==> config.mk <==
export PLATFORM = sky130hd
export DESIGN_NAME = nonoverlapping_substring_matcher_top
export DESIGN_NICKNAME = d
export VERILOG_FILES = /design/src/rtl/snm_pkg.sv /design/src/rtl/snm_cell.sv /design/src/rtl/nonoverlapping_substring_matcher_top.sv
export SDC_FILE = /design/constraint.sdc
export NUM_CORES = 1
export LEC_CHECK = 0
export ABC_AREA = 1
export BUFFER_PORTS_ARGS = -buffer_cell sky130_fd_sc_hd__buf_2
export CAP_MARGIN = 20
export CORE_MARGIN = 2
export CORE_UTILIZATION = 38
export DETAILED_ROUTE_END_ITERATION = 8
export HOLD_SLACK_MARGIN = 0.02
export SLEW_MARGIN = 25
export SYNTH_ARGS = -nofsm -noshare
export SYNTH_HDL_FRONTEND = slang
export SYNTH_SLANG_ARGS = --single-unit
==> constraint.sdc <==
create_clock -name clock -period 3.7 [get_ports clock]
set_input_delay 1.11 -clock clock [delete_from_list [all_inputs] [get_ports clock]]
set_output_delay 1.11 -clock clock [all_outputs]
set_load 0.01 [all_outputs]
==> src/rtl/snm_pkg.sv <==
// ----------------------------------------------------------------------------
// snm_pkg: shared types and constants of the substring matcher
// Lane width, lane count, register indexes and the types passed between
// the window cells and the top level.
// ----------------------------------------------------------------------------
package snm_pkg;

   // Window geometry
   localparam int MAX_PATTERN = 8;
   localparam int LANES       = (MAX_PATTERN < 8) ? MAX_PATTERN : 8;
   localparam int LANE_BITS   = (LANES > 1) ? $clog2(LANES) : 1;
   localparam int LEN_BITS    = 4;

   // Position and count
   localparam int POSITION_BITS = 16;
   localparam int FIELD_BITS    = 16;

   // Configuration register indexes
   localparam int CSR_ADDR_BITS = 1;
   localparam logic [CSR_ADDR_BITS-1:0] REG_PATTERN_BYTES  = 1'd0;
   localparam logic [CSR_ADDR_BITS-1:0] REG_PATTERN_LENGTH = 1'd1;

   typedef logic [7:0][7:0] pattern_type;

   // One window lane as handed from cell to cell
   typedef struct packed {
      logic       valid;
      logic [7:0] data;
   } lane_type;

endpackage

==> src/rtl/snm_cell.sv <==
// ----------------------------------------------------------------------------
// snm_cell: one lane of the sliding text window
// Holds one window byte with its fill flag, passes it to the next lane on
// every accepted item and compares the byte arriving from the left against
// the pattern byte that lines up with this lane.
// ----------------------------------------------------------------------------
module snm_cell (
   input  logic                                clock,
   input  logic                                reset,
   input  logic                                advance,
   input  logic                                flush,
   input  logic [snm_pkg::LANE_BITS-1:0]       cell_index,
   input  logic [snm_pkg::LEN_BITS-1:0]        length,
   input  snm_pkg::pattern_type                pattern,
   input  snm_pkg::lane_type                   lane_in,
   output snm_pkg::lane_type                   lane_out,
   output logic                                hit
);

   logic                             valid_ff;
   logic                             valid_in;
   logic [7:0]                       data_ff;
   logic [snm_pkg::LEN_BITS-1:0]     index_ext;
   logic [snm_pkg::LEN_BITS-1:0]     sel_full;
   logic [2:0]                       sel;
   logic                             unused_lane;

   assign index_ext   = snm_pkg::LEN_BITS'(cell_index);
   assign sel_full    = length - 4'd1 - index_ext;
   assign sel         = sel_full[2:0];
   assign unused_lane = (index_ext >= length);

   // Lane beyond the pattern always agrees; others need a filled, equal byte
   assign hit = unused_lane || (lane_in.valid && (lane_in.data == pattern[sel]));

   // Drop the fill flag after the last byte of a text
   assign valid_in = flush ? 1'b0 : lane_in.valid;

   always_ff @(posedge clock) begin
      if (reset) begin
         valid_ff <= 1'b0;
      end else if (advance) begin
         valid_ff <= valid_in;
      end
   end

   always_ff @(posedge clock) begin
      if (advance) begin
         data_ff <= lane_in.data;
      end
   end

   assign lane_out.valid = valid_ff;
   assign lane_out.data  = data_ff;

endmodule

==> src/rtl/nonoverlapping_substring_matcher_top.sv <==
// ----------------------------------------------------------------------------
// nonoverlapping_substring_matcher_top: streaming non-overlapping search
// Takes one text byte per item and returns one result item per byte.
// ----------------------------------------------------------------------------
// The block accepts one text byte every clock cycle and returns its result
// in the next cycle from an output register; a new byte is taken while the
// previous result waits, as long as the output register is empty or being
// drained in the same cycle. The text window is a row of eight byte cells
// that shift on each item and compare in parallel against the pattern, so
// the whole match decision for a byte is combinational. Matches are leftmost
// first and never overlap; tlast on a byte clears the window, position,
// count and suppression after that byte. Configuration writes take effect
// on the next byte and are meant to happen between items.
module nonoverlapping_substring_matcher_top (
   input  logic        clock,
   input  logic        reset,
   // Text items
   input  logic        req_tvalid,
   output logic        req_tready,
   input  logic [7:0]  req_tdata,   // [7:0] text_byte
   input  logic        req_tlast,   // end_of_text
   // Result items
   output logic        rsp_tvalid,
   input  logic        rsp_tready,
   output logic [31:0] rsp_tdata,   // [15:0] match_position, [31:16] match_total
   output logic        rsp_tuser,   // [0] match_found
   // Configuration writes
   input  logic                               csr_we,
   input  logic [snm_pkg::CSR_ADDR_BITS-1:0]  csr_addr,
   input  logic [63:0]                        csr_wdata
);

   localparam logic [snm_pkg::POSITION_BITS-1:0] POS_MAX   = '1;
   localparam logic [snm_pkg::FIELD_BITS-1:0]    COUNT_MAX = '1;

   snm_pkg::pattern_type              pattern_ff;
   logic [snm_pkg::LEN_BITS-1:0]      length_ff;

   logic [snm_pkg::POSITION_BITS-1:0] pos_ff, pos_in;
   logic [snm_pkg::FIELD_BITS-1:0]    count_ff, count_in;
   logic [2:0]                        suppress_ff, suppress_in;

   logic                              rsp_valid_ff;
   logic                              found_ff, found_in;
   logic [snm_pkg::FIELD_BITS-1:0]    start_ff, start_in;
   logic [snm_pkg::FIELD_BITS-1:0]    total_ff;

   logic                              accept;
   logic                              pos_sat;
   logic                              len_ok;
   logic                              window_hit;
   logic [snm_pkg::POSITION_BITS-1:0] start_full;
   logic [snm_pkg::POSITION_BITS-1:0] len_ext;

   snm_pkg::lane_type                 lanes [snm_pkg::LANES];
   logic [snm_pkg::LANES-1:0]         hits;

   // Take a new item whenever the output register is free or draining
   assign req_tready = !rsp_valid_ff || rsp_tready;
   assign accept     = req_tvalid && req_tready;

   // Configuration registers
   always_ff @(posedge clock) begin
      if (reset) begin
         pattern_ff <= '0;
         length_ff  <= '0;
      end else if (csr_we) begin
         unique case (csr_addr)
            snm_pkg::REG_PATTERN_BYTES:  pattern_ff <= csr_wdata;
            snm_pkg::REG_PATTERN_LENGTH: length_ff  <= csr_wdata[3:0];
            default: ;
         endcase
      end
   end

   // Window cells: lane 0 takes the new byte, each cell feeds the next
   assign lanes[0].valid = 1'b1;
   assign lanes[0].data  = req_tdata;

   for (genvar k = 0; k < snm_pkg::LANES; k++) begin : g_cell
      if (k < snm_pkg::LANES - 1) begin : g_mid
         snm_cell u_cell (
            .clock      (clock),
            .reset      (reset),
            .advance    (accept),
            .flush      (req_tlast),
            .cell_index (snm_pkg::LANE_BITS'(k)),
            .length     (length_ff),
            .pattern    (pattern_ff),
            .lane_in    (lanes[k]),
            .lane_out   (lanes[k+1]),
            .hit        (hits[k])
         );
      end else begin : g_end
         snm_cell u_cell (
            .clock      (clock),
            .reset      (reset),
            .advance    (accept),
            .flush      (req_tlast),
            .cell_index (snm_pkg::LANE_BITS'(k)),
            .length     (length_ff),
            .pattern    (pattern_ff),
            .lane_in    (lanes[k]),
            .lane_out   (),
            .hit        (hits[k])
         );
      end
   end

   // Match decision
   assign len_ok     = (length_ff != '0) && (length_ff <= snm_pkg::LEN_BITS'(snm_pkg::LANES));
   assign window_hit = len_ok && (&hits);
   assign pos_sat    = (pos_ff == POS_MAX);
   assign len_ext    = snm_pkg::POSITION_BITS'(length_ff);
   assign start_full = pos_sat ? POS_MAX
                               : pos_ff + snm_pkg::POSITION_BITS'(2) - len_ext;

   always_comb begin
      found_in    = 1'b0;
      start_in    = '0;
      count_in    = count_ff;
      suppress_in = suppress_ff;
      pos_in      = pos_sat ? pos_ff : pos_ff + snm_pkg::POSITION_BITS'(1);
      if (suppress_ff != '0) begin
         suppress_in = suppress_ff - 3'd1;
      end else if (window_hit) begin
         found_in    = 1'b1;
         start_in    = snm_pkg::FIELD_BITS'(start_full);
         suppress_in = 3'(length_ff - 4'd1);
         if (count_ff != COUNT_MAX) begin
            count_in = count_ff + snm_pkg::FIELD_BITS'(1);
         end
      end
   end

   // Running state, cleared after the last byte of a text
   always_ff @(posedge clock) begin
      if (reset) begin
         pos_ff      <= '0;
         count_ff    <= '0;
         suppress_ff <= '0;
      end else if (accept) begin
         if (req_tlast) begin
            pos_ff      <= '0;
            count_ff    <= '0;
            suppress_ff <= '0;
         end else begin
            pos_ff      <= pos_in;
            count_ff    <= count_in;
            suppress_ff <= suppress_in;
         end
      end
   end

   // Output register
   always_ff @(posedge clock) begin
      if (reset) begin
         rsp_valid_ff <= 1'b0;
      end else if (accept) begin
         rsp_valid_ff <= 1'b1;
      end else if (rsp_tready) begin
         rsp_valid_ff <= 1'b0;
      end
   end

   always_ff @(posedge clock) begin
      if (accept) begin
         found_ff <= found_in;
         start_ff <= start_in;
         total_ff <= count_in;
      end
   end

   assign rsp_tvalid = rsp_valid_ff;
   assign rsp_tuser  = found_ff;
   assign rsp_tdata  = {total_ff, start_ff};

`ifndef ASSERT_OFF
   // No start position without a match
   a_pos_zero: assert property (@(posedge clock) disable iff (reset)
      rsp_tvalid && !rsp_tuser |-> rsp_tdata[15:0] == '0)
      else $error("start position set without a match");

   // A match always counts
   a_count_nonzero: assert property (@(posedge clock) disable iff (reset)
      rsp_tvalid && rsp_tuser |-> rsp_tdata[31:16] != '0)
      else $error("match reported with zero total");

   // Suppressed byte never reports a match
   a_suppress: assert property (@(posedge clock) disable iff (reset)
      accept && (suppress_ff != '0) |=> !rsp_tuser)
      else $error("match reported inside a suppressed span");

   // Last byte clears the running state
   a_clear: assert property (@(posedge clock) disable iff (reset)
      accept && req_tlast |=> (pos_ff == '0) && (count_ff == '0) && (suppress_ff == '0))
      else $error("state not cleared after last byte");
`endif

endmodule

**Yosys cells after proc, flatten, opt, wreduce, memory -nomap -nowiden**

Index checks and enable logic that the tools add are counted.

- Logic and storage cells: 139
- Output and inout bits: 35
- Flip-flop bits (word level): 200

- Equality and inequality tests: 11
- Reduce and logical (&&, ||, !) cells: 30
- Magnitude comparators: 17
- Bitwise logic cells: 2
- Add/subtract/negate cells: 13
- Muxes and demuxes: 36

Operators by type and width:

| operator | number |
|---|---|
| $bmux W8 S3 | 8 |
| $mux W16 | 7 |
| $eq A8 B8 Y1 | 8 |
| $mux W8 | 8 |
| $add A16 B1 Y16 const B | 2 |
| $lt A3 B4 Y1 const B | 8 |
| $add A16 B2 Y16 const B | 1 |
| $eq A16 B16 Y1 const B | 1 |
| $ge A3 B4 Y1 const A | 4 |
| $ne A16 B16 Y1 const B | 1 |
| $sub A16 B4 Y16 | 1 |
| $sub A3 B3 Y3 const B | 4 |
| $logic_and A1 B1 Y1 | 10 |
| $mux W1 | 10 |
| $logic_or A1 B1 Y1 | 9 |
| $mux W3 | 3 |
| $sub A3 B1 Y3 const B | 3 |
| $ge A1 B4 Y1 const A | 2 |
| $ge A2 B4 Y1 const A | 2 |
| $reduce_and A2 Y1 | 4 |
| $reduce_and A8 Y1 | 1 |
| $reduce_bool A3 Y1 | 2 |
| $sub A3 B2 Y3 const B | 2 |
| $le A4 B4 Y1 const B | 1 |
| 6 further kinds | 7 |

**Longest topological paths before layout**

Gate-level depths: netlist (run 1).

- Word-level depth: 12
- Mapped depth: 28
- Gate-level depth less buffers: 25

**Modules after synthesis**

From an unflattened synthesis (run 1), not the netlist that was laid out.

- Cell total of the unflattened synthesis: 2522
- Area total of the unflattened synthesis: 16599.7 um^2

Modules (own cells, without submodules):

| module | times used | sequential area each (um^2) | area each (um^2) | cells each |
|---|---|---|---|---|
| snm_cell | 8 | 260.2 | 1202.4 | 200 |
| nonoverlapping_substring_matcher_top | 1 | 3072.9 | 6980.4 | 922 |

**Worst setup path after synthesis (run 1)**

Ideal clock, no wire load.

- Path kind: input-to-reg
- Start: input rsp_tready
- End: register suppress_ff[2]
- Path slack: -0.243 ns
- Stages: 7
- Library setup time: 0.129 ns
- Arrival time: 3.814 ns
- Buffers on the path: 0
- Path through: inv_1 -> nand2_1 -> nand2_1 -> inv_1 -> nand2_1 -> o21ai_0 -> a21oi_1

- Longest elaborated chain between the ends: 3

Ends and longest elaborated chain:

| element | line | RTL |
|---|---|---|
| start: declaration | nonoverlapping_substring_matcher_top.sv:24 | `input logic rsp_tready,` |
| $logic_or A1 B1 Y1 | nonoverlapping_substring_matcher_top.sv:59 | `assign req_tready = !rsp_valid_ff \|\| rsp_tready;` |
| via req_tready | nonoverlapping_substring_matcher_top.sv:19 | `output logic req_tready,` |
| $logic_and A1 B1 Y1 | nonoverlapping_substring_matcher_top.sv:60 | `assign accept = req_tvalid && req_tready;` |
| via accept | nonoverlapping_substring_matcher_top.sv:48 | `logic accept;` |
| $reduce_and A2 Y1 (no source line) | - |  |
| end signal: assignment | nonoverlapping_substring_matcher_top.sv:150 | `suppress_ff <= suppress_in;` |
| end: declaration | nonoverlapping_substring_matcher_top.sv:41 | `logic [2:0] suppress_ff, suppress_in;` |

The timed path passes the listed nets, and every way through them passes these cells.
A chain may end at the register's enable or synchronous reset.

**Final worst setup path (run 1)**

- Start: register length_ff[0] in the netlist's numbering
- End: register total_ff[0] in the netlist's numbering (data pin)

- Longest elaborated chain between the ends: 11

Ends and longest elaborated chain:

| element | line | RTL |
|---|---|---|
| start: declaration | nonoverlapping_substring_matcher_top.sv:37 | `logic [snm_pkg::LEN_BITS-1:0] length_ff;` |
| start signal: assignment | nonoverlapping_substring_matcher_top.sv:70 | `snm_pkg::REG_PATTERN_LENGTH: length_ff <= csr_wdata[3:0];` |
| $sub A3 B1 Y3 | snm_cell.sv:29 | `assign sel_full = length - 4'd1 - index_ext;` |
| $sub A3 B1 Y3, or another cell as far along | snm_cell.sv:29 |  |
| $bmux W8 S3 | snm_cell.sv:34 | `assign hit = unused_lane \|\| (lane_in.valid && (lane_in.data == pattern[sel]));` |
| $mux W8 (not written as such) | snm_cell.sv:34 |  |
| $eq A8 B8 Y1 | snm_cell.sv:34 |  |
| $logic_and A1 B1 Y1 | snm_cell.sv:34 |  |
| $logic_or A1 B1 Y1 | snm_cell.sv:34 |  |
| $reduce_and A8 Y1 | nonoverlapping_substring_matcher_top.sv:112 | `assign window_hit = len_ok && (&hits);` |
| $logic_and A1 B1 Y1 * | nonoverlapping_substring_matcher_top.sv:112 |  |
| $mux W16 * | nonoverlapping_substring_matcher_top.sv:126 | `end else if (window_hit) begin` |
| $mux W16 * | nonoverlapping_substring_matcher_top.sv:124 | `if (suppress_ff != '0) begin` |
| via count_in (one bit) | nonoverlapping_substring_matcher_top.sv:40 | `logic [snm_pkg::FIELD_BITS-1:0] count_ff, count_in;` |
| end signal: assignment | nonoverlapping_substring_matcher_top.sv:170 | `total_ff <= count_in;` |
| end: declaration | nonoverlapping_substring_matcher_top.sv:46 | `logic [snm_pkg::FIELD_BITS-1:0] total_ff;` |

Mark *: on every way through the listed nets, which the timed path passes. The rest lies on a longest branch. The select of a mux whose other input is x is not followed.

==> flow_summary.json, run 1 <==
{
  "status": "completed",
  "drc": 0,
  "power_density_nw_per_um2": 416,
  "top_usage_layer": "met1",
  "hpwl_um": 28400,
  "crit_type": "flop to flop",
  "vias": 11900,
  "crit_path_max_fanout": 12,
  "worstMarginPinSlew_ns": 0.839,
  "syn_inst": 1796,
  "synth_cell_types": 41,
  "ctsLongestPathBuffers": 2,
  "vdd_drop_max_v": 0.000262,
  "fin_cells": 2313,
  "rrSetupSlack_ns": 0.24,
  "wl_per_cell_um": 16.0,
  "p_leak_nw": 6.46,
  "portBuffers": 113,
  "core-area_sq_um": 31700,
  "fmax_mhz": 289,
  "yosysWarnings": 0,
  "min-delay-start": "g_cell[0].g_mid.u_cell.valid_ff$_SDFFE_PP0P_",
  "gp_congestion": 0.954,
  "area_delta_synth_final_pct": 13.8,
  "r2r-end": "total_ff[0]$_DFFE_PP_",
  "ant_nets": 0,
  "drt_iter0_markers": 1347,
  "synth_top_cell_by_area": "edfxtp_1",
  "synth_seq_cells": 200,
  "clk_pin_slew_ns": 0.08,
  "postRouteWirelength_um": 37100,
  "clock-sinks": 200,
  "synth-edff-count": 89,
  "hold_violations": 0,
  "grt_use_met3": 0.0426,
  "grt.overflow.total": 0,
  "seq_area_frac_synth": 0.398,
  "track_usage": 0.222,
  "rsz0062_at_grt": "no",
  "netlist_top_cells_area": "edfxtp_1, nand2_1, dfxtp_1, nand3_1, o21ai_0",
  "synth_top_flop_cell": "dfxtp_1",
  "finalNetCount": 2015,
  "die_y_um": 184,
  "initial_core_util": 0.388,
  "drv_cap": 0,
  "r2r-start": "length_ff[0]$_SDFFE_PP0P_",
  "period_share": 0.935,
  "diodes": 0,
  "yosys.area.top_type_share": 0.217,
  "skew_ns": 0.0171,
  "worstSkewPairLatency_ns": 0.45,
  "die_area_sq_um": 33800,
  "syn_nets": 1913,
  "grt_max_degree": 97,
  "chipWidth_um": 184,
  "holdPathStages": 2,
  "grt_pass1_wl_um": 58600,
  "start_kind": "flop",
  "cp.arrival_ns": 3.66,
  "fill_cells": 3295,
  "required_ns": 3.90,
  "hold_end": "g_cell[1].g_mid.u_cell.valid_ff$_SDFFE_PP0P_",
  "setup_violations": 0,
  "vias_per_cell": 5.15,
  "drive_gt1_frac": 0.117,
  "maxSlewHeadroom": 0.435,
  "grt_pass1_vias": 10600,
  "cts-root-buf": "clkbuf_16",
  "cts-htree-levels": 4,
  "crit_path_end_kind": "flop",
  "cts_tree": "yes",
  "r2r_cells": 22,
  "syn-mean-instance-area_sq_um": 6.85,
  "rows": 65,
  "dp.cells": 2276,
  "drv_slew": 0,
  "totalNegativeSetupSlack_ns": 0,
  "ctsHoldBuffers": 0,
  "use_met1": 0.344,
  "timing.hold.ws_ns": 0.461,
  "finalCriticalPeriod_ns": 3.46,
  "numCtsBuffers": 17,
  "ys_async_sr_fraction": 0,
  "dr.pass1.iters": 6,
  "antenna_found_initial": 0,
  "hp-class": "flop to flop",
  "netlist_area_sq_um": 12300,
  "io_pins": 114,
  "p_total_mw": 5.82,
  "use_met2": 0.315
}
==> metal layers <==
layer / part of all wire / vias up / routed length, um
li1: - / 6054 / -
met1: 0.50 / 5415 / 18400
met2: 0.41 / 418 / 15100
met3: 0.084 / 30 / 3110
met4: 0.012 / 0 / 432
met5: 0 / - / 0
==> power breakdown <==
group	switching, mW	total, mW	internal [mW]	leakage, nW
sequential	0.0910	2.52	2.43	1.79
combinational	0.981	1.47	0.493	4.40
clock	0.923	1.82	0.900	0.278
total	2.00	5.82	3.82	6.46
==> cell usage after synthesis, types with 2 or more instances <==
library cell	instances
xnor2_1	10
nand2_2	7
o21a_1	2
a211oi_1	2
nand4_1	11
o21ai_0	117
inv_1	155
nor3_1	12
nand2_1	654
nor4_1	3
ha_1	37
xor2_1	8
nand3b_1	25
nor2_4	3
inv_2	6
edfxtp_1	89
a31oi_1	10
or2_2	4
nor2_2	4
buf_4	10
o211ai_1	7
dfxtp_1	111
a21o_1	2
a21oi_1	98
and2_1	9
o21ai_1	9
clkbuf_1	36
buf_2	23
buf_6	5
nand3_1	195
nor2_1	121
nand2_4	2
==> registers in the layout, summed over array words and instances, names as in the netlist <==
signal                        cells
g_cell.g_mid.u_cell.data_ff      56
length_ff                         4
suppress_ff                       3
pattern_ff                       64
start_ff                         16
rsp_tuser                         1
total_ff                         16
g_cell.g_mid.u_cell.valid_ff      7
rsp_tvalid                        1
pos_ff                           16
count_ff                         16
==> through the flow <==
stage	util	setup slack (ns)	area [sq um]
after floorplan	-	0.347	12300
after global placement	0.421	0.199	13400
after detailed placement	0.421	0.155	13400
after CTS	0.439	0.137	13900
after global routing	0.441	0.00173	14000
final	0.441	0.239	14000
==> cell usage in the layout, fill, tap and decap left out, types with 5 or more instances in the layout <==
| cell | instances |
|---|---|
| a21oi_1 | 98 |
| a31oi_1 | 10 |
| and2_1 | 9 |
| buf_12 | 6 |
| buf_2 | 113 |
| buf_4 | 34 |
| clkbuf_16 | 17 |
| dfxtp_1 | 110 |
| edfxtp_1 | 89 |
| ha_1 | 36 |
| inv_1 | 154 |
| inv_2 | 5 |
| nand2_1 | 653 |
| nand2_2 | 6 |
| nand3_1 | 195 |
| nand3b_1 | 25 |
| nand4_1 | 11 |
| nor2_1 | 120 |
| nor2_2 | 5 |
| nor3_1 | 12 |
| o211ai_1 | 7 |
| o21ai_0 | 114 |
| o21ai_1 | 11 |
| xnor2_1 | 10 |
| xor2_1 | 8 |
==> worst max-delay path by stage <==
stage                              startpoint                     endpoint  depth (start not counted)
floorplan                          rsp_tready  suppress_ff[2]$_SDFFE_PP0P_                          7
global placement    length_ff[0]$_SDFFE_PP0P_       total_ff[15]$_DFFE_PP_                         17
detailed placement  length_ff[0]$_SDFFE_PP0P_        total_ff[0]$_DFFE_PP_                         17
CTS                 length_ff[0]$_SDFFE_PP0P_        total_ff[0]$_DFFE_PP_                         17
global route        length_ff[0]$_SDFFE_PP0P_        total_ff[0]$_DFFE_PP_                         20
finish              length_ff[0]$_SDFFE_PP0P_        total_ff[0]$_DFFE_PP_                         22
==> critical path, stage by stage, from the launching register on <==
cell     delay [ns]
dfxtp_2        0.37
inv_2          0.05
ha_2           0.40
inv_4          0.08
buf_4          0.17
nand3_1        0.13
nand2_4        0.14
buf_4          0.20
nand2_1        0.08
nand2_1        0.05
nand2_1        0.06
nand2_1        0.06
inv_1          0.06
nand2_1        0.05
nor2_1         0.12
nand3_1        0.12
nand2_1        0.08
nand2_1        0.08
nor2_4         0.22
nand3_4        0.17
nor2_4         0.22
nand2_1        0.11
and2_1         0.18
==> timing repair <==
action                                  4_1_cts  5_1_grt
buffers inserted                              0        4
endpoints found under the setup margin        0       36
resized for setup                             0       14
==> cells by family (layout without fill, tap and decap cells) <==
group	Yosys count	in the layout	share of synthesized area
AND/OR/NAND/NOR	1052	1053	0.362
AO/OA/AOI/OAI	252	252	0.107
flip-flops	200	200	0.398
buffers and inverters	236	350	0.0805
XOR/XNOR	18	18	0.0128
adder cells (fa/ha/maj)	38	38	0.0393
==> final cells by class <==
class | instances | area [sq um] | share of cell area
multi-input combinational | 1361 | 6440 | 0.460
sequential | 200 | 4900 | 0.350
timing repair buffer | 157 | 990 | 0.0707
inverter | 161 | 611 | 0.0436
tap | 402 | 503 | 0.0359
clock buffer | 18 | 439 | 0.0314
clock inverter | 14 | 116 | 0.00831
(Power assumes the default switching activity.)
==> inputs of run 2 (changes only) <==
- ABC_AREA: 1 -> unset
- GPL_TIMING_DRIVEN: unset -> 0
==> flow_summary.json, run 2 <==
{
  "yosysMostFrequentCell": "nand2_1",
  "cts-root-buf": "clkbuf_16",
  "core-area_sq_um": 30300,
  "grt_pass1_vias": 8661,
  "r2r_cells": 19,
  "io_pins": 114,
  "crit_type": "flop to flop",
  "rows": 64,
  "ctsLongestPathBuffers": 2,
  "synth_top_cell_by_area": "edfxtp_1",
  "track_usage": 0.205,
  "dp.cells": 1617,
  "cts-htree-levels": 4,
  "final_common_cell": "nand2_1",
  "grt_max_degree": 71,
  "netlist_top_cells_area": "edfxtp_1, dfxtp_1, mux4_2, mux2i_1, a21oi_1",
  "antenna_found_initial": 0,
  "ys_async_sr_fraction": 0,
  "skew_ns": 0.00917,
  "diodes": 0,
  "setup_violations": 52,
  "initial_core_util": 0.383,
  "r2r-end": "count_ff[5]$_SDFFE_PP0P_",
  "ant_nets": 0,
  "synth-xor-area-share": 0.0861,
  "hp-class": "flop to flop",
  "crit_path_max_fanout": 8,
  "totalNegativeSetupSlack_ns": -31.07,
  "yosys.area_share.simple": 0.130,
  "grt_pass1_wl_um": 49500,
  "area_delta_synth_final_pct": 23.9,
  "period_share": 1.21,
  "rrSetupSlack_ns": -0.79,
  "yosysWarnings": 0,
  "synth_compound_area_frac": 0.0862,
  "chipWidth_um": 179,
  "synth.mux.area_fraction": 0.193,
  "syn_nets": 1224,
  "netlist_area_sq_um": 11600,
  "status": "finished with violations",
  "clock-sinks": 200,
  "synth_seq_cells": 200,
  "syn-mean-instance-area_sq_um": 10.5,
  "largest_register_ffs": 64,
  "vias": 9044,
  "dr.pass1.iters": 5,
  "start_kind": "flop",
  "reg_top3": "pattern_ff x64, g_cell.g_mid.u_cell.data_ff x56",
  "min-delay-start": "g_cell[1].g_mid.u_cell.data_ff[3]$_DFFE_PP_",
  "p_leak_nw": 5.20,
  "die_y_um": 179,
  "top_register": "pattern_ff",
  "worstSkewPairLatency_ns": 0.44,
  "power_density_nw_per_um2": 378,
  "syn_inst": 1107,
  "synth_top_family_by_area": "multiplexers",
  "yosys.area.top_type_share": 0.230,
  "die_area_sq_um": 32000,
  "worstMarginPinSlew_ns": 0.829,
  "drive_gt1_frac": 0.286,
  "synth_cell_types": 56,
  "p_total_mw": 5.44,
  "r2r-start": "length_ff[0]$_SDFFE_PP0P_",
  "finalNetCount": 1386,
  "hold_violations": 0,
  "setup_ws_ns": -0.787,
  "wl_per_cell_um": 19.2,
  "postRouteWirelength_um": 32300,
  "final_cell_mix": "nand2_1, buf_2, dfxtp_1, a21oi_1, edfxtp_1",
  "hold_end": "g_cell[2].g_mid.u_cell.data_ff[3]$_DFFE_PP_",
  "fin_cells": 1678,
  "vias_per_cell": 5.39,
  "synth_top_flop_cell": "dfxtp_1",
  "required_ns": 4.07,
  "post-place-ws_ns": -1.60,
  "seq_area_frac_synth": 0.422,
  "violations": "negative setup slack",
  "yosys.area_share.adder": 0.0416,
  "vdd_drop_max_v": 0.000272,
  "drv_slew": 0,
  "fmax_mhz": 223,
  "grt.overflow.total": 0,
  "drv_cap": 0,
  "portBuffers": 113,
  "finalCriticalPeriod_ns": 4.49,
  "gp_congestion": 0.874,
  "cp.arrival_ns": 4.86,
  "synthTopCellsByCount": "nand2_1, a21oi_1, dfxtp_1",
  "numCtsBuffers": 17,
  "drc": 0,
  "maxSlewHeadroom": 0.448,
  "hpwl_um": 24000,
  "crit_path_end_kind": "flop",
  "drt_iter0_markers": 752,
  "clk_pin_slew_ns": 0.07,
  "synth-edff-count": 89,
  "rsz0062_at_grt": "yes",
  "cts_tree": "yes",
  "holdPathStages": 0
}
run 2: cell types whose count changed after synthesis, moves of 23 or more:
cell      change
nand2_1     -502
nand3_1     -169
o21ai_0      -98
inv_1       -113
a21oi_1      +23
nor2_1       -74
xor2_1       +33
xnor2_1      +58
nand3b_1     -25
mux4_2       +59
mux2i_1      +83
run 2: worst max path at each step:
stage / from / to / cells after the start / slack, ns
after global placement: length_ff[0]$_SDFFE_PP0P_ / count_ff[7]$_SDFFE_PP0P_ / 19 / -1.63
after floorplan: length_ff[0]$_SDFFE_PP0P_ / count_ff[7]$_SDFFE_PP0P_ / 19 / -0.58
final: length_ff[0]$_SDFFE_PP0P_ / count_ff[5]$_SDFFE_PP0P_ / 19 / -0.79
after detailed placement: length_ff[0]$_SDFFE_PP0P_ / count_ff[7]$_SDFFE_PP0P_ / 19 / -1.60
after global routing: length_ff[0]$_SDFFE_PP0P_ / count_ff[5]$_SDFFE_PP0P_ / 19 / -0.93
after CTS: length_ff[0]$_SDFFE_PP0P_ / count_ff[7]$_SDFFE_PP0P_ / 19 / -0.72
run 2: cell families after synthesis:
group,after synthesis
mux,149
flops,200
simple gates,320
buf+inv,109
compound gates,180
xor+xnor,111
fa+ha+maj,38
run 2: area by class of cell:
type	count	area [sq um]
multi-input cells	798	6800
well taps	396	495
flip-flops and latches	200	4900
inverters	44	178
fillers	2831	16000
repair buffers	145	891
clock buffers	20	437
plain buffers	63	532
clock inverters	12	151
run 2: metrics by stage:
step	hold WS, ns	util	cell area [sq um]
6_report	0.468	0.474	14400
5_1_grt	0.481	0.474	14400
4_1_cts	0.472	0.465	14100
3_5_place_dp	0.456	0.423	12800
3_3_place_gp	0.443	0.422	12800
2_1_floorplan	0.441	-	11700
run 2: power by group:
part	switching, mW	internal [mW]	total (mW)
Sequential	0.0839	2.41	2.49
Combinational	0.557	0.474	1.03
Clock	0.847	1.06	1.91
Total	1.49	3.95	5.44
run 2: per-layer routing:
| metal | part of all wire | GRT usage |
|---|---|---|
| met1 | 0.45 | 0.277 |
| met2 | 0.48 | 0.346 |
| met3 | 0.055 | 0.0316 |
| met4 | 0.015 | 0.0518 |
| met5 | 0 | 0 |
run 2: repair_timing:
item	CTS	global route
pin swaps	36	14
setup endpoints to repair	52	52
cloned	4	0
hold buffers	0	0
buffers inserted	18	9
resized for setup	122	40
run 2: worst max-delay path, cell delays in order (launching register included):
cell	delay [ns]
dfxtp_4	0.37
buf_8	0.12
buf_12	0.11
buf_12	0.11
inv_12	0.03
buf_12	0.11
ha_4	0.35
buf_12	0.15
mux4_2	0.34
mux2i_2	0.22
xor2_1	0.24
o211ai_1	0.14
nor4_2	0.31
nand4_1	0.14
a2111o_1	0.50
nor3b_4	0.24
nand3_2	0.13
buf_6	0.16
or4_1	0.50
a21oi_2	0.13
==> inputs of run 3 (changes only) <==
- SYNTH_HIERARCHICAL: unset -> 1
==> flow_summary.json, run 3 <==
{
  "finalCriticalPeriod_ns": 4.76,
  "fmax_mhz": 210,
  "initial_core_util": 0.384,
  "setup_violations": 52,
  "drive_gt1_frac": 0.256,
  "cts-htree-levels": 4,
  "swShare": 0.317,
  "gp_congestion": 0.857,
  "area_delta_synth_final_pct": 20.1,
  "period_share": 1.29,
  "skew_ns": 0.0198,
  "intPower_mw": 4.04,
  "rsz0062_at_grt": "yes",
  "io_pins": 114,
  "top_register": "pattern_ff",
  "numCtsBuffers": 17,
  "p_clk_frac": 0.331,
  "grt_pass1_vias": 12000,
  "slowest_stage": "fa_1",
  "worstMarginPinSlew_ns": 0.937,
  "drc": 0,
  "crit_type": "flop to flop",
  "syn_inst": 1420,
  "ctsLongestPathBuffers": 2,
  "cts-root-buf": "clkbuf_16",
  "postRouteWirelength_um": 44400,
  "worst_path_most_repeated_cell": "buf_6",
  "chipWidth_um": 201,
  "grt_pass1_wl_um": 68300,
  "grt.overflow.total": 0,
  "core-area_sq_um": 38500,
  "drt_iter0_markers": 963,
  "hold_violations": 0,
  "antenna_found_initial": 2,
  "vias_per_cell": 5.53,
  "grt_max_degree": 112,
  "pwr-share-comb": 0.236,
  "utilization": 0.461,
  "required_ns": 3.90,
  "track_usage": 0.219,
  "drv_slew": 0,
  "final_cell_mix": "nand2_1, a21oi_1, xor2_1, buf_2, dfxtp_1",
  "max_stage_delay_ns": 0.50,
  "hp-class": "flop to flop",
  "seqPwrFrac": 0.434,
  "diodes": 0,
  "setup_ws_ns": -1.06,
  "cts_tree": "yes",
  "die_y_um": 201,
  "clock-sinks": 200,
  "syn-mean-instance-area_sq_um": 10.4,
  "hpwl_um": 33700,
  "reg_top3": "pattern_ff x64, g_cell.g_mid.u_cell/data_ff x56",
  "violations": "negative setup slack",
  "final_common_cell": "nand2_1",
  "fin_cells": 2159,
  "switchingPower_mw": 1.88,
  "die_area_sq_um": 40400,
  "ctsHoldBuffers": 0,
  "yosysWarnings": 6,
  "worstSkewPairLatency_ns": 0.46,
  "netlist_area_sq_um": 14800,
  "p_total_mw": 5.92,
  "path_cells": "ha_4 > fa_1 > buf_6 > buf_4 > mux4_2 > xor2_1 > or3_1 > o221ai_1 > a31o_1 > nand4_1 > nor4_4 > nand2_2 > buf_6 > buf_6 > nor2_4 > buf_4 > mux2_2",
  "crit_path_end_kind": "flop",
  "drv_cap": 0,
  "vdd_drop_max_v": 0.000297,
  "dr.pass1.iters": 5,
  "maxSlewHeadroom": 0.376,
  "start_kind": "flop",
  "crit_path_max_fanout": 6,
  "status": "finished with violations",
  "p_leak_nw": 6.91,
  "dp.cells": 2083,
  "largest_register_ffs": 64,
  "rows": 72,
  "portBuffers": 113,
  "cp.arrival_ns": 4.96,
  "power_density_nw_per_um2": 334,
  "ant_nets": 0,
  "wl_per_cell_um": 20.6,
  "vias": 11900,
  "finalNetCount": 1788,
  "clk_pin_slew_ns": 0.08
}
[run 3: stage by stage]
| stage | worst slack (ns) | instance area (sq um) | setup TNS [ns] | hold WS [ns] |
|---|---|---|---|---|
| finish | -1.06 | 17700 | -43.99 | 0.473 |
| global route | -1.15 | 17700 | -48.33 | 0.499 |
| CTS | -0.913 | 17400 | -37.57 | 0.473 |
| detailed placement | -1.18 | 16200 | -49.25 | 0.461 |
| global placement | -1.10 | 16200 | -49.03 | 0.457 |
| floorplan | -0.328 | 15000 | -2.79 | 0.440 |
[run 3: final timing paths]
| path | cells after the start | start | slack [ns] | to |
|---|---|---|---|---|
| max reg2reg | 17 | length_ff[0]$_SDFFE_PP0P_ | -1.06 | total_ff[1]$_DFFE_PP_ |
| min reg2reg | 2 | g_cell[5].g_mid.u_cell/valid_ff$_SDFFE_PP0P_ | 0.47 | g_cell[5].g_mid.u_cell/valid_ff$_SDFFE_PP0P_ |
| min | 2 | g_cell[5].g_mid.u_cell/valid_ff$_SDFFE_PP0P_ | 0.47 | g_cell[5].g_mid.u_cell/valid_ff$_SDFFE_PP0P_ |
| max | 17 | length_ff[0]$_SDFFE_PP0P_ | -1.06 | total_ff[1]$_DFFE_PP_ |
[run 3: power by group through the flow]
stage | clock network, mW | logic, mW | registers [mW]
6_report | 1.96 | 1.39 | 2.57
5_1_grt | 2.07 | 1.50 | 2.58
4_1_cts | 1.99 | 1.36 | 2.56
3_5_place_dp | 0 | 1.30 | 2.61
3_3_place_gp | 0 | 1.28 | 2.61
2_1_floorplan | 0 | 0.974 | 2.56
[run 3: critical path: cells and delay by family, from the launching register on]
family / cells / cell delay [ns]
compound gates: 2 / 0.33
xor+xnor: 1 / 0.16
fa+ha+maj: 2 / 0.67
buf+inv: 5 / 0.64
flops: 1 / 0.40
mux: 2 / 0.83
simple gates: 5 / 1.48
[run 3: cell type report]
cell class              count  area, sq um
plain buffers              86          682
clock buffers              17          425
flip-flops and latches    200         4900
fillers                  3675        20700
multi-input cells        1106         9630
clock inverters            15          186
well taps                 518          648
repair buffers            157         1000
inverters                  60          251
[run 3: what timing repair did]
item | in CTS | in global routing
endpoints found under the hold margin | 0 | 0
setup endpoints to repair | 52 | 62
buffers inserted | 35 | 11
gates resized for setup | 82 | 48
cloned | 1 | 0
pin swaps | 25 | 24
[run 3: per-layer routing]
metal / GRT usage / share of wire / vias to the layer above / wire length [um]
li1: - / - / 5530 / -
met1: 0.269 / 0.40 / 5908 / 17600
met2: 0.391 / 0.51 / 432 / 22800
met3: 0.0364 / 0.060 / 61 / 2680
met4: 0.0733 / 0.030 / 4 / 1330
met5: 0 / 0.00043 / - / 19
